[config.mk]
export PLATFORM = sky130hd
export DESIGN_NAME = lzwe_fifo
export DESIGN_NICKNAME = d
export VERILOG_FILES = /design/src/rtl/lzwe_fifo.sv
export SDC_FILE = /design/constraint.sdc
export NUM_CORES = 1
export LEC_CHECK = 0
export BUFFER_PORTS_ARGS = -buffer_cell sky130_fd_sc_hd__buf_2
export CORE_ASPECT_RATIO = 1.4
export CORE_MARGIN = 5
export CORE_UTILIZATION = 56
export DETAILED_ROUTE_END_ITERATION = 16
export MAX_ROUTING_LAYER = met4
export PLACE_DENSITY = 0.82
export SLEW_MARGIN = 20
export SYNTH_ARGS = -nofsm -noshare
export SYNTH_HDL_FRONTEND = slang
export SYNTH_SLANG_ARGS = --single-unit
[constraint.sdc]
create_clock -name clk_i -period 3.41 [get_ports clk_i]
set_input_delay 0.5115 -clock clk_i [delete_from_list [all_inputs] [get_ports clk_i]]
set_output_delay 0.5115 -clock clk_i [all_outputs]
set_load 0.02 [all_outputs]
[src/rtl/lzwe_fifo.sv]
// small register queue used in front of and behind the encoder engine
module lzwe_fifo #(
  parameter int unsigned W     = 8,
  parameter int unsigned DEPTH = 4
) (
  input  logic         clk_i,
  input  logic         rst_ni,
  input  logic         push_i,
  input  logic [W-1:0] wdata_i,
  input  logic         pop_i,
  output logic [W-1:0] rdata_o,
  output logic         full_o,
  output logic         empty_o,
  output logic         room2_o
);
  localparam int unsigned AW = (DEPTH > 1) ? $clog2(DEPTH) : 1;
  localparam int unsigned CW = $clog2(DEPTH + 1);

  logic [W-1:0]  mem_q [DEPTH];
  logic [AW-1:0] wp_q, wp_d, rp_q, rp_d;
  logic [CW-1:0] cnt_q, cnt_d;
  logic          do_push, do_pop;

  assign full_o  = (cnt_q == CW'(DEPTH));
  assign empty_o = (cnt_q == '0);
  assign room2_o = (cnt_q <= CW'(DEPTH - 2));
  assign rdata_o = mem_q[rp_q];
  assign do_push = push_i && !full_o;
  assign do_pop  = pop_i && !empty_o;

  always_comb begin
    wp_d  = wp_q;
    rp_d  = rp_q;
    cnt_d = cnt_q;
    if (do_push) begin
      wp_d = (wp_q == AW'(DEPTH - 1)) ? '0 : wp_q + 1'b1;
    end
    if (do_pop) begin
      rp_d = (rp_q == AW'(DEPTH - 1)) ? '0 : rp_q + 1'b1;
    end
    if (do_push && !do_pop) begin
      cnt_d = cnt_q + 1'b1;
    end else if (do_pop && !do_push) begin
      cnt_d = cnt_q - 1'b1;
    end
  end

  always_ff @(posedge clk_i or negedge rst_ni) begin
    if (!rst_ni) begin
      wp_q  <= '0;
      rp_q  <= '0;
      cnt_q <= '0;
    end else begin
      wp_q  <= wp_d;
      rp_q  <= rp_d;
      cnt_q <= cnt_d;
    end
  end

  always_ff @(posedge clk_i) begin
    if (do_push) begin
      mem_q[wp_q] <= wdata_i;
    end
  end

endmodule

==> results_dict.tcl <==
set metrics [dict create \
    clkLatencyLatePin_ns 0.28 \
    power_switching_share_pct 33.5 \
    cts_resized 0 \
    post_route_cells_drive_above_1_share_pct 43.0 \
    power_density_nw_per_um2 878 \
    type_of_the_worst_setup_path "flip-flop to output port" \
    clkPwrFrac_pct 17.8 \
    firstDrtPassIters 4 \
    grt_overflow_total 0 \
    netlist_instances 80 \
    first_global_vias 879 \
    holdWs_ns 0.0527 \
    period_needed_ns 2.28 \
    grt_start_max_net_pins 12 \
    timing.critical_path.slowest_cell_delay_ns 0.72 \
    worstPathRequired_ns 2.90 \
    yosysUniqueCellTypes 20 \
    clock_tree.htree_level_count 2 \
    synth_seq_cells 39 \
    nNetsFinal 125 \
    seq_area_frac_synth_pct 70.5 \
    via_count 775 \
    grt_setup_unrepaired "no" \
    timing.slew.headroom_pct 59.9 \
    synth.yosys.warnings 0 \
    vias_per_cell 5.38 \
    seq_power_share_pct 47.4 \
    cts_made_buffers 5 \
    io_buffers 22 \
    worst_clock_skew_ns 0.00340 \
    synth.cell_area_um2 1610 \
    design.die.area_um2 4070 \
    cp_top_family "flip-flops" \
    crit_path_max_fanout 11 \
    ir_worst_vdd_v 0.000485 \
    gpl.final_weighted_congestion 0.678 \
    post_cts.repair.setup_buffers 0 \
    chipHeight_um 73.5 \
    global_route_wire_length_before_repair_mm 4.17 \
    total_setup_violations_reported_at_the_end_of_the_flow 0 \
    clkSlewWorstSetupHoldPaths_ns 0.07 \
    setup-tns-final_ns 0 \
    drt_wl_total_mm 2.46 \
    power.leakage_nw 0.693 \
    path_buf_inv 1 \
    tritoncts "built" \
    dpl_worst_slack_ns 1.20 \
    final-hold-violation-count 0 \
    globalRouteTotalUtil_pct 14.6 \
    period_share_pct 66.9 \
    detailed_place_hpwl_mm 1.75 \
    comb_power_share_pct 34.7 \
    floorplan.initialDensity_pct 57.1 \
    clock-sinks 39 \
    finalMaxSlewViolations 0 \
    fp.dieW_um 55.3 \
    power_report.internal_total_mw 1.07 \
    drc_errors 0 \
    number_of_drc_markers_after_the_initial_detailed_route_iteration 16 \
    syn_avg_cell_area_um2 20.1 \
    antenna_found_initial 0 \
    synth_top_area_share_pct 59.6 \
    critPathLaunchType "flip-flop" \
    max-clock-path-buffers 2 \
    run_status "finished clean" \
    power_switching_mw 0.539 \
    cts_hold_buf 0 \
    placementRows 23 \
    data_arrival_time_at_the_worst_slack_endpoint_ns 1.77 \
    n_antenna_cell 0 \
    synthesis.nets 99 \
    area.growth.synth_to_final_pct 13.4 \
    synth_top_cell_by_area "sky130_fd_sc_hd__edfxtp_1" \
    pin_count 23 \
    timing.fmax_ghz 0.438 \
    layout_setup_ws_ns 1.13 \
    crit_slowest_cell "sky130_fd_sc_hd__dfrtp_1" \
    worst_setup_path_end_kind "output port" \
    max_cap_check_violation_count 0 \
    antenna_left 0 \
    synth.top_cells.by_area "sky130_fd_sc_hd__edfxtp_1, sky130_fd_sc_hd__mux4_2, sky130_fd_sc_hd__dfrtp_1, sky130_fd_sc_hd__ha_1, sky130_fd_sc_hd__mux2_2" \
    wl_per_cell_um 17.1 \
    hold_path_class "input pin to asynchronous set/reset pin" \
    crit_path_cell_trace "mux4_2, buf_2" \
    worst_slew_pin_slew_ns 0.602 \
    root_buffer "sky130_fd_sc_hd__clkbuf_8" \
    floorplan.core_area_um2 2820 \
]
## routing by layer
| metal | track usage [%] | part of all wire [%] | vias to the layer above |
|---|---|---|---|
| li1 | - | - | 356 |
| met1 | 16.3 | 41 | 395 |
| met2 | 23.7 | 53 | 22 |
| met3 | 5.62 | 5.2 | 2 |
| met4 | 5.68 | 0.41 | 0 |
| met5 | - | 0 | - |
## power groups by stage
stage | registers [mW] | logic, mW | clock network [mW]
6_report | 0.762 | 0.557 | 0.286
5_1_grt | 0.783 | 0.612 | 0.314
4_1_cts | 0.766 | 0.568 | 0.294
3_5_place_dp | 0.775 | 0.569 | 0
3_3_place_gp | 0.765 | 0.541 | 0
2_1_floorplan | 0.703 | 0.474 | 0
## state kept, by name, summed over array words and instances (netlist names)
| register | cells |
|---|---|
| mem_q | 32 |
| wp_q | 2 |
| cnt_q | 3 |
| rp_q | 2 |
## synth_stat cells, drive strengths merged
library cell and instances:
xor2 2, nor2 3, nor3 1, inv 3, a21oi 1, mux2 5
buf 3, mux4 8, and2 4, xnor2 1, edfxtp 32, dfrtp 7
nor3b 1, nand2b 1, ha 6, fa 1, nor2b 1
## cell type report
cell class | count | area [um2]
multi-input cells | 35 | 444
fillers | 225 | 992
clock buffers | 8 | 80.1
inverters | 3 | 11.3
flip-flops and latches | 39 | 1140
well taps | 37 | 46.3
repair buffers | 22 | 110
## cell usage in the layout, fill, tap and decap left out
| cell | synthesis | layout |
|---|---|---|
| sky130_fd_sc_hd__a21oi_1 | 1 | 1 |
| sky130_fd_sc_hd__and2_2 | 4 | 4 |
| sky130_fd_sc_hd__buf_2 | 1 | 22 |
| sky130_fd_sc_hd__clkbuf_1 | 0 | 3 |
| sky130_fd_sc_hd__clkbuf_8 | 0 | 5 |
| sky130_fd_sc_hd__dfrtp_1 | 7 | 7 |
| sky130_fd_sc_hd__edfxtp_1 | 32 | 32 |
| sky130_fd_sc_hd__fa_1 | 1 | 1 |
| sky130_fd_sc_hd__ha_1 | 6 | 6 |
| sky130_fd_sc_hd__inv_1 | 3 | 3 |
| sky130_fd_sc_hd__mux2_2 | 3 | 3 |
| sky130_fd_sc_hd__mux2_4 | 2 | 2 |
| sky130_fd_sc_hd__mux4_2 | 8 | 8 |
| sky130_fd_sc_hd__nand2b_2 | 1 | 1 |
| sky130_fd_sc_hd__nor2_1 | 3 | 3 |
| sky130_fd_sc_hd__nor2b_1 | 1 | 1 |
| sky130_fd_sc_hd__nor3_1 | 1 | 1 |
| sky130_fd_sc_hd__nor3b_2 | 1 | 1 |
| sky130_fd_sc_hd__xnor2_1 | 1 | 1 |
| sky130_fd_sc_hd__xor2_1 | 2 | 2 |
## per-stage QoR
step                instances  total power [mW]  area (um2)  utilization [%]
floorplan                  80              1.18        1610                -
global placement          136              1.31        1750             62.0
detailed placement        136              1.34        1750             62.0
CTS                       144              1.63        1830             64.8
global route              144              1.71        1830             64.8
finish                    144              1.61        1830             64.8
## worst paths after layout
kind	from	end	slack [ns]	cells past startpoint
max in group asynchronous	rst_ni	rp_q[0]	3.20	1
worst min register to register	cnt_q[2]	cnt_q[2]	0.52	1
min in group clk_i	wdata_i[7]	mem_q[0][7]	0.44	1
worst max register to register	cnt_q[2]	cnt_q[2]	1.22	8
worst min-delay path	rst_ni	wp_q[0]	0.05	1
worst max-delay path	rp_q[0]	rdata_o[2]	1.13	2
## cell families (layout without fill, tap and decap cells)
| family | Yosys count | count (layout) | synth area share, % |
|---|---|---|---|
| simple gates | 11 | 11 | 4.58 |
| buf+inv | 6 | 33 | 1.94 |
| mux | 13 | 13 | 15.1 |
| compound gates | 1 | 1 | 0.310 |
| fa+ha+maj | 7 | 7 | 5.90 |
| xor+xnor | 3 | 3 | 1.63 |
| flops | 39 | 39 | 70.5 |
(Power assumes the default switching activity.)
